$ cat src/rtl/core/mptc_pkg.sv
package mptc_pkg;

   localparam int NUM_ENTRIES = 4;
   localparam int POS_WIDTH = 9;
   localparam int BLOCK_WIDTH = 33;
   localparam int CSR_INDEX_WIDTH = 8;

   // byte positions within sector zero
   localparam logic [POS_WIDTH-1:0] TABLE_FIRST_POS = 9'd446;
   localparam logic [POS_WIDTH-1:0] TABLE_LAST_POS = 9'd509;
   localparam logic [POS_WIDTH-1:0] SIG_LOW_POS = 9'd510;
   localparam logic [POS_WIDTH-1:0] SIG_HIGH_POS = 9'd511;

   localparam logic [7:0] SIG_LOW_BYTE = 8'h55;
   localparam logic [7:0] SIG_HIGH_BYTE = 8'hAA;

   localparam logic [7:0] TYPE_EMPTY = 8'h00;
   localparam logic [7:0] TYPE_PROTECTIVE = 8'hEE;
   localparam logic [7:0] TYPE_EXTENDED = 8'h05;
   localparam logic [7:0] TYPE_EXTENDED_LBA = 8'h0F;
   localparam logic [7:0] TYPE_EXTENDED_ALT = 8'h85;

   localparam logic [7:0] BOOT_NONE = 8'h00;
   localparam logic [7:0] BOOT_ACTIVE = 8'h80;

   localparam logic [CSR_INDEX_WIDTH-1:0] CSR_DISK_BLOCK_COUNT = 8'd0;
   localparam logic [CSR_INDEX_WIDTH-1:0] CSR_SECTOR_IS_512 = 8'd1;

   typedef enum logic [1:0] {
      STATUS_VALID = 2'd0,
      STATUS_INVALID = 2'd1,
      STATUS_UNSUPPORTED = 2'd2
   } status_type;

   typedef struct packed {
      logic [7:0] boot;
      logic [7:0] kind;
      logic [31:0] start;
      logic [31:0] length;
   } entry_type;

   typedef struct packed {
      logic valid;
      logic sig_ok;
   } launch_type;

   typedef struct packed {
      logic empty;
      logic is_protective;
      logic extended;
      logic empty_bad;
      logic field_bad;
   } entry_flags_type;

endpackage

$ cat src/rtl/core/mbr_partition_table_checker_top.sv
// MBR partition table checker.
// req channel: one byte of sector zero per beat, in address order. req_first_byte
// marks byte zero and restarts the position count; without it the count runs on
// and wraps after byte 511.
// rsp channel: one verdict (status, protective) per sector, produced by the beat
// carrying byte 511. Other beats produce nothing.
// csr channel: index 0 writes disk_block_count, index 1 writes sector_is_512
// (bit 0). csr_ready is always high; write only while no verdict is pending.
// Throughput: one byte per cycle, except while byte 511 waits for a pending verdict.
// Byte 511 then passes the input register, extent sums, bound/overlap compares
// and the verdict register before rsp_valid rises.
// The rsp register decouples the sides: bytes keep flowing while a verdict waits.
// Only the next sector's byte 511 holds off (req_ready low) until the previous
// verdict has been taken.
// Reset clears the position count, the signature byte and all valid flags;
// disk_block_count resets to 0 and sector_is_512 to 1.
module mbr_partition_table_checker_top
   import mptc_pkg::*;
(
   input  logic                        clock,
   input  logic                        reset,
   input  logic                        req_valid,
   output logic                        req_ready,
   input  logic [7:0]                  req_table_byte,
   input  logic                        req_first_byte,
   output logic                        rsp_valid,
   input  logic                        rsp_ready,
   output logic [1:0]                  rsp_status,
   output logic                        rsp_protective,
   input  logic                        csr_valid,
   output logic                        csr_ready,
   input  logic [CSR_INDEX_WIDTH-1:0]  csr_index,
   input  logic [BLOCK_WIDTH-1:0]      csr_data
);

   logic [BLOCK_WIDTH-1:0]       disk_block_count_ff, disk_block_count_in;
   logic                         sector_is_512_ff, sector_is_512_in;
   logic                         judge_busy;
   launch_type                   launch;
   entry_type [NUM_ENTRIES-1:0]  entries;

   assign csr_ready = 1'b1;
   assign disk_block_count_in = (csr_valid && csr_index == CSR_DISK_BLOCK_COUNT)
      ? csr_data : disk_block_count_ff;
   assign sector_is_512_in = (csr_valid && csr_index == CSR_SECTOR_IS_512)
      ? csr_data[0] : sector_is_512_ff;

   always_ff @(posedge clock) begin
      if (reset) begin
         disk_block_count_ff <= '0;
         sector_is_512_ff <= 1'b1;
      end else begin
         disk_block_count_ff <= disk_block_count_in;
         sector_is_512_ff <= sector_is_512_in;
      end
   end

   mptc_capture u_capture (
      .clock          (clock),
      .reset          (reset),
      .req_valid      (req_valid),
      .req_ready      (req_ready),
      .req_table_byte (req_table_byte),
      .req_first_byte (req_first_byte),
      .judge_busy     (judge_busy),
      .launch         (launch),
      .entries        (entries)
   );

   mptc_judge u_judge (
      .clock            (clock),
      .reset            (reset),
      .launch           (launch),
      .entries          (entries),
      .disk_block_count (disk_block_count_ff),
      .sector_is_512    (sector_is_512_ff),
      .busy             (judge_busy),
      .rsp_valid        (rsp_valid),
      .rsp_ready        (rsp_ready),
      .rsp_status       (rsp_status),
      .rsp_protective   (rsp_protective)
   );

endmodule

$ cat src/rtl/core/mptc_capture.sv
module mptc_capture
   import mptc_pkg::*;
(
   input  logic                         clock,
   input  logic                         reset,
   input  logic                         req_valid,
   output logic                         req_ready,
   input  logic [7:0]                   req_table_byte,
   input  logic                         req_first_byte,
   input  logic                         judge_busy,
   output launch_type                   launch,
   output entry_type [NUM_ENTRIES-1:0]  entries
);

   localparam logic [3:0] FIELD_BOOT = 4'd0;
   localparam logic [3:0] FIELD_KIND = 4'd4;
   localparam logic [1:0] WORD_START = 2'd2;
   localparam logic [1:0] WORD_LENGTH = 2'd3;

   logic                        in_valid_ff, in_valid_in;
   logic [7:0]                  byte_ff;
   logic                        first_ff;
   logic [POS_WIDTH-1:0]        position_ff, position_in;
   logic [7:0]                  sig_low_ff, sig_low_in;
   entry_type [NUM_ENTRIES-1:0] entries_ff, entries_in;

   logic [POS_WIDTH-1:0]        pos;
   logic [POS_WIDTH-1:0]        table_offset;
   logic [1:0]                  slot;
   logic [3:0]                  field_byte;
   logic                        at_sig_high;
   logic                        in_table;
   logic                        advance;
   logic                        take;

   assign pos = first_ff ? '0 : position_ff;
   assign at_sig_high = (pos == SIG_HIGH_POS);
   assign in_table = (pos >= TABLE_FIRST_POS) && (pos <= TABLE_LAST_POS);
   assign table_offset = pos - TABLE_FIRST_POS;
   assign slot = table_offset[5:4];
   assign field_byte = table_offset[3:0];

   // the last byte waits here only while the previous verdict is still in flight
   assign advance = in_valid_ff && !(at_sig_high && judge_busy);
   assign req_ready = !in_valid_ff || advance;
   assign take = req_valid && req_ready;
   assign in_valid_in = take || (in_valid_ff && !advance);

   assign position_in = advance ? pos + 1'b1 : position_ff;
   assign sig_low_in = (advance && pos == SIG_LOW_POS) ? byte_ff : sig_low_ff;

   always_comb begin
      entries_in = entries_ff;
      if (advance && in_table) begin
         if (field_byte == FIELD_BOOT) begin
            entries_in[slot].boot = byte_ff;
         end else if (field_byte == FIELD_KIND) begin
            entries_in[slot].kind = byte_ff;
         end else if (field_byte[3:2] == WORD_START) begin
            entries_in[slot].start[{field_byte[1:0], 3'b000} +: 8] = byte_ff;
         end else if (field_byte[3:2] == WORD_LENGTH) begin
            entries_in[slot].length[{field_byte[1:0], 3'b000} +: 8] = byte_ff;
         end
      end
   end

   assign launch.valid = advance && at_sig_high;
   assign launch.sig_ok = (sig_low_ff == SIG_LOW_BYTE) && (byte_ff == SIG_HIGH_BYTE);
   assign entries = entries_ff;

   always_ff @(posedge clock) begin
      if (reset) begin
         in_valid_ff <= 1'b0;
         position_ff <= '0;
         sig_low_ff <= '0;
      end else begin
         in_valid_ff <= in_valid_in;
         position_ff <= position_in;
         sig_low_ff <= sig_low_in;
      end
   end

   always_ff @(posedge clock) begin
      if (take) begin
         byte_ff <= req_table_byte;
         first_ff <= req_first_byte;
      end
      entries_ff <= entries_in;
   end

endmodule

$ cat src/rtl/core/mptc_judge.sv
module mptc_judge
   import mptc_pkg::*;
(
   input  logic                         clock,
   input  logic                         reset,
   input  launch_type                   launch,
   input  entry_type [NUM_ENTRIES-1:0]  entries,
   input  logic [BLOCK_WIDTH-1:0]       disk_block_count,
   input  logic                         sector_is_512,
   output logic                         busy,
   output logic                         rsp_valid,
   input  logic                         rsp_ready,
   output logic [1:0]                   rsp_status,
   output logic                         rsp_protective
);

   logic                                        s1_valid_ff, s1_sig_ok_ff;
   logic [NUM_ENTRIES-1:0][BLOCK_WIDTH-1:0]     ends_ff, ends_in;
   entry_flags_type [NUM_ENTRIES-1:0]           flags_ff, flags_in;

   logic                                        s2_valid_ff, s2_sig_ok_ff;
   entry_flags_type [NUM_ENTRIES-1:0]           flags2_ff;
   logic [NUM_ENTRIES-1:0]                      too_big_ff, too_big_in;
   logic [NUM_ENTRIES-1:0][NUM_ENTRIES-1:0]     overlap_ff, overlap_in;

   logic                                        rsp_valid_ff, rsp_valid_in;
   status_type                                  status_ff, status_in;
   logic                                        protective_ff, protective_in;

   // stage 1: end of each extent and per-entry flags
   always_comb begin
      for (int i = 0; i < NUM_ENTRIES; i++) begin
         ends_in[i] = {1'b0, entries[i].start} + {1'b0, entries[i].length};
         flags_in[i].empty = (entries[i].kind == TYPE_EMPTY);
         flags_in[i].is_protective = (entries[i].kind == TYPE_PROTECTIVE);
         flags_in[i].extended = (entries[i].kind == TYPE_EXTENDED)
            || (entries[i].kind == TYPE_EXTENDED_LBA)
            || (entries[i].kind == TYPE_EXTENDED_ALT);
         flags_in[i].empty_bad = (entries[i].start != '0) || (entries[i].length != '0)
            || (entries[i].boot != BOOT_NONE);
         flags_in[i].field_bad = ((entries[i].boot != BOOT_NONE)
               && (entries[i].boot != BOOT_ACTIVE))
            || (entries[i].start == '0) || (entries[i].length == '0);
      end
   end

   // stage 2: disk bound and pairwise overlap against earlier entries
   always_comb begin
      for (int i = 0; i < NUM_ENTRIES; i++) begin
         too_big_in[i] = (ends_ff[i] > disk_block_count);
         for (int j = 0; j < NUM_ENTRIES; j++) begin
            overlap_in[i][j] = (j < i)
               && ({1'b0, entries[i].start} < ends_ff[j])
               && ({1'b0, entries[j].start} < ends_ff[i]);
         end
      end
   end

   // stage 3: first failing check, or a protective entry, decides
   always_comb begin
      logic done;
      logic any_protective;
      done = 1'b0;
      any_protective = 1'b0;
      status_in = STATUS_VALID;
      protective_in = 1'b0;
      for (int i = 0; i < NUM_ENTRIES; i++) begin
         any_protective = any_protective | flags2_ff[i].is_protective;
      end
      if (!s2_sig_ok_ff) begin
         status_in = STATUS_INVALID;
         done = 1'b1;
      end else if (any_protective) begin
         protective_in = 1'b1;
         done = 1'b1;
      end else if (!sector_is_512) begin
         status_in = STATUS_UNSUPPORTED;
         done = 1'b1;
      end
      for (int i = 0; i < NUM_ENTRIES; i++) begin
         if (!done) begin
            if (flags2_ff[i].empty) begin
               if (flags2_ff[i].empty_bad) begin
                  status_in = STATUS_INVALID;
                  done = 1'b1;
               end
            end else if (flags2_ff[i].extended) begin
               status_in = STATUS_UNSUPPORTED;
               done = 1'b1;
            end else if (flags2_ff[i].field_bad || too_big_ff[i]) begin
               status_in = STATUS_INVALID;
               done = 1'b1;
            end else begin
               for (int j = 0; j < NUM_ENTRIES; j++) begin
                  if (overlap_ff[i][j] && !flags2_ff[j].empty) begin
                     status_in = STATUS_INVALID;
                     done = 1'b1;
                  end
               end
            end
         end
      end
   end

   assign rsp_valid_in = s2_valid_ff || (rsp_valid_ff && !rsp_ready);
   assign busy = s1_valid_ff || s2_valid_ff || rsp_valid_ff;

   assign rsp_valid = rsp_valid_ff;
   assign rsp_status = status_ff;
   assign rsp_protective = protective_ff;

   always_ff @(posedge clock) begin
      if (reset) begin
         s1_valid_ff <= 1'b0;
         s2_valid_ff <= 1'b0;
         rsp_valid_ff <= 1'b0;
      end else begin
         s1_valid_ff <= launch.valid;
         s2_valid_ff <= s1_valid_ff;
         rsp_valid_ff <= rsp_valid_in;
      end
   end

   always_ff @(posedge clock) begin
      s1_sig_ok_ff <= launch.sig_ok;
      ends_ff <= ends_in;
      flags_ff <= flags_in;
      s2_sig_ok_ff <= s1_sig_ok_ff;
      flags2_ff <= flags_ff;
      too_big_ff <= too_big_in;
      overlap_ff <= overlap_in;
      if (s2_valid_ff) begin
         status_ff <= status_in;
         protective_ff <= protective_in;
      end
   end

   a_one_verdict: assert property (@(posedge clock) disable iff (reset)
      $onehot0({s1_valid_ff, s2_valid_ff, rsp_valid_ff}))
      else $error("more than one verdict in flight");

   a_launch_idle: assert property (@(posedge clock) disable iff (reset)
      launch.valid |-> !busy)
      else $error("verdict launched while judge busy");

   a_stage_flow: assert property (@(posedge clock) disable iff (reset)
      s1_valid_ff |=> s2_valid_ff && !rsp_valid_ff)
      else $error("stage 1 verdict lost");

   a_protective_valid: assert property (@(posedge clock) disable iff (reset)
      rsp_valid_ff && protective_ff |-> status_ff == STATUS_VALID)
      else $error("protective verdict without valid status");

endmodule
$ cat config.mk
export PLATFORM = sky130hd
export DESIGN_NAME = mbr_partition_table_checker_top
export DESIGN_NICKNAME = d
export VERILOG_FILES = /design/src/rtl/core/mptc_pkg.sv /design/src/rtl/core/mbr_partition_table_checker_top.sv /design/src/rtl/core/mptc_capture.sv /design/src/rtl/core/mptc_judge.sv
export SDC_FILE = /design/constraint.sdc
export NUM_CORES = 2
export LEC_CHECK = 0
export ABC_AREA = 1
export BUFFER_PORTS_ARGS = -buffer_cell sky130_fd_sc_hd__buf_2
export CAP_MARGIN = 20
export CORE_MARGIN = 10
export CORE_UTILIZATION = 30
export CTS_BUF_LIST = sky130_fd_sc_hd__clkbuf_4
export DETAILED_ROUTE_END_ITERATION = 12
export HOLD_SLACK_MARGIN = 0.05
export PLACE_DENSITY_LB_ADDON = 0.12
export REMOVE_ABC_BUFFERS = 1
export SYNTH_ARGS = -nofsm -noshare
export SYNTH_HDL_FRONTEND = slang
export SYNTH_SLANG_ARGS = --single-unit
$ cat constraint.sdc
create_clock -name clock -period 6.1 [get_ports clock]
set_clock_uncertainty 0.05 [all_clocks]
set_input_delay 0.61 -clock clock [delete_from_list [all_inputs] [get_ports clock]]
set_output_delay 0.61 -clock clock [all_outputs]
set_load 0.05 [all_outputs]
==> results.yml <==
clock_network:
  clockBufferDepth: 3
  path_clk_slew_ns: 0.06
  clock-sinks: 571
  insertion_delay_ns: 1.20
  cts_buffers: 169
  cts_tree: "yes"
  cts_setup_buffers: 0
  root_buffer: "clkbuf_4"
  htree_levels: 4
routing:
  routedWlPerCell_um: 23.1
  drt-vias-per-instance: 4.99
  drt_wl_total_um: 174000
  vias: 37600
  ant_nets: 0
  drtPass1Iterations: 6
  drc: 0
  drtIter0Drc: 2872
setup_path:
  r2r_start: "u_capture.first_ff"
  critPathLaunchType: "flip-flop"
  critPathMaxFanout: 28
  cp_data_required_time_ns: 6.80
  crit_start: "u_capture.first_ff"
  r2r_slack_ns: 0.94
  crit_type: "reg -> reg"
  reg2reg_depth: 15
  regToRegEndpoint: "u_capture.entries[294]"
  end_kind: "flip-flop"
  cp-endpoint: "u_capture.entries[294]"
  crit_arrival_ns: 5.86
final_layout:
  register_area_um2: 14800
  final_common_cell: "nand2_1"
  layout_common_cells: "1422 x nand2_1, 768 x nor2_1, 671 x inv_1"
  nets: 6314
  final_cells: 7539
  fillers: 14600
  drive_gt1_frac: 0.0690
  area_delta_synth_final_pct: 12.3
  multiInputGateArea_um2: 23300
hold_path:
  hp-start: "req_first_byte"
  hold_class: "in -> reg"
timing:
  setup_viol: 0
  final.setup.worst_slack_ns: 0.937
  final.min_clock_period_ns: 5.16
  min_period_over_period: 0.846
  relSlewSlack: 0.322
  fmax_mhz: 194
  worstMarginPinSlew_ns: 1.01
  fin_tns_setup_ns: 0
  hold_viol_final: 0
  rsz0062_at_grt: "false"
  finalMaxSlewViolations: 0
  whs_ns: 0.148
power_and_ir_drop:
  p_int_mw: 6.07
  netSwitchingFraction: 0.244
  p_leak_nw: 22.5
  combPwrFrac: 0.023
  p_switching_mw: 1.96
  cellPowerDensity_nw_per_um2: 174
  peakVddDrop_mv: 0.161
  power.total_mw: 8.03
  p_seq_frac: 0.504
  clkPwrFrac: 0.472
global_route:
  grt_max_degree: 67
  first_global_vias: 36600
  grt_use_total: 0.224
  grt_antenna_before_repair: 13
  grt_pass1_wl_um: 245000
  gr-total-overflow: 0
placement:
  place_ws_ns: 1.12
  place_hpwl_um: 146000
  globalplace.congestion: 0.962
  portBuffers: 59
  dp_cells: 7168
synth:
  netlist_area_um2: 41000
  synthFlopType: "edfxtp_1"
  synth-seq-cells: 571
  yosysSeqAreaShare: 0.360
  synth_cell_type_count: 45
  synth-async-reset-ratio: 0
  netlist_instances: 5382
  yosys_warnings: 0
  syn_area_per_cell_um2: 7.62
  synth_edf_count: 332
floorplan:
  rows: 135
  die_h_um: 390
  die_w_um: 390
  num_io_pins: 61
  core_area_um2: 136000
  dieArea_um2: 152000
  start_util: 0.302
run_status:
  status: "finished, final reports clean"
run:
  cap_violations: 0
critical path, stage by stage, from the launching register on:
cell	delay, ns
edfxtp_1	0.49
inv_2	0.14
nand2_1	0.26
inv_2	0.28
ha_1	0.31
inv_1	0.08
nor2_1	0.07
and3_1	0.18
ha_1	0.23
nand2_1	0.07
nand2_1	0.21
clkinv_1	0.26
nand2_1	0.17
nor3_4	0.31
nand3_2	0.76
nor2_1	0.84
logic make-up (layout without fill, tap and decap cells):
group	count (synthesis)	count (layout)	share of synthesized area
and+or+nand+nor	2727	2727	0.276
buffers and inverters	750	1118	0.0720
adders and majority gates	645	645	0.197
AOI/OAI and AO/OA	625	625	0.0809
DFF	571	571	0.360
xor gates and xnor gates	63	63	0.0138
other	1	9	0.0000914
metrics by stage:
| step | cell area, µm² | utilization |
|---|---|---|
| after floorplan | 40700 | - |
| after CTS | 46000 | 0.339 |
| after detailed placement | 43300 | 0.319 |
| final | 46100 | 0.340 |
| after global placement | 43300 | 0.319 |
| after global routing | 46100 | 0.340 |
layout make-up:
type | instances | area share
clock inverter | 53 | 0.00666
inverter | 687 | 0.0563
timing repair buffer | 124 | 0.0200
antenna | 8 | 0.000435
tap | 1781 | 0.0484
sequential | 571 | 0.320
clock buffer | 254 | 0.0414
multi-input combinational | 4061 | 0.506
cells in the mapped netlist, types with 50 or more instances:
master,count,area (µm²)
nor2_1,768,2880
nand4_1,92,576
nor4_1,50,313
xor2_1,54,473
dfxtp_1,239,4780
edfxtp_1,332,9970
ha_1,641,8020
nor3_1,129,646
nand2_1,1422,5340
inv_1,672,2520
o21ai_0,155,776
nand3_1,199,996
a21oi_1,390,1950
flip-flops by register name (all words and copies together), names as in the netlist, 2 cells and up:
name and cells:
u_capture.entries 320, disk_block_count_ff 33, u_judge.flags2_ff 20, u_capture.position_ff 9, u_judge.rsp_status 2, u_capture.sig_low_ff 8
u_judge.flags_ff 20, u_judge.overlap_ff 6, u_capture.byte_ff 8, u_judge.too_big_ff 4, u_judge.ends_ff 132
how the worst min path moves through the flow:
stage               slack, ns  cells past startpoint               endpoint
detailed placement       0.26                      0  u_judge.flags2_ff[15]
finish                   0.15                      2     u_capture.first_ff
CTS                      0.05                      2     u_capture.first_ff
global placement         0.26                      0  u_judge.flags2_ff[15]
global route             0.09                      2     u_capture.first_ff
floorplan                0.26                      0   u_judge.flags2_ff[0]
power groups by stage:
stage	sequential [mW]	clock [mW]	combinational, mW
4_1_cts	4.05	3.91	0.186
2_1_floorplan	4.13	0	0.0774
6_report	4.05	3.79	0.186
5_1_grt	4.05	4.12	0.201
3_5_place_dp	4.13	0	0.158
3_3_place_gp	4.13	0	0.158
layer usage:
| metal | up-vias | global-route usage | wire length (µm) |
|---|---|---|---|
| li1 | 18400 | - | - |
| met5 | - | 0 | 0 |
| met4 | 0 | 0.0886 | 6900 |
| met1 | 17800 | 0.298 | 78900 |
| met3 | 247 | 0.0315 | 9730 |
| met2 | 1076 | 0.362 | 78400 |
timing repair:
item,CTS,global route
hold endpoints to repair,73,0
hold buffers,56,0
resized for setup,0,0
Power figures use the tool's default switching activity.
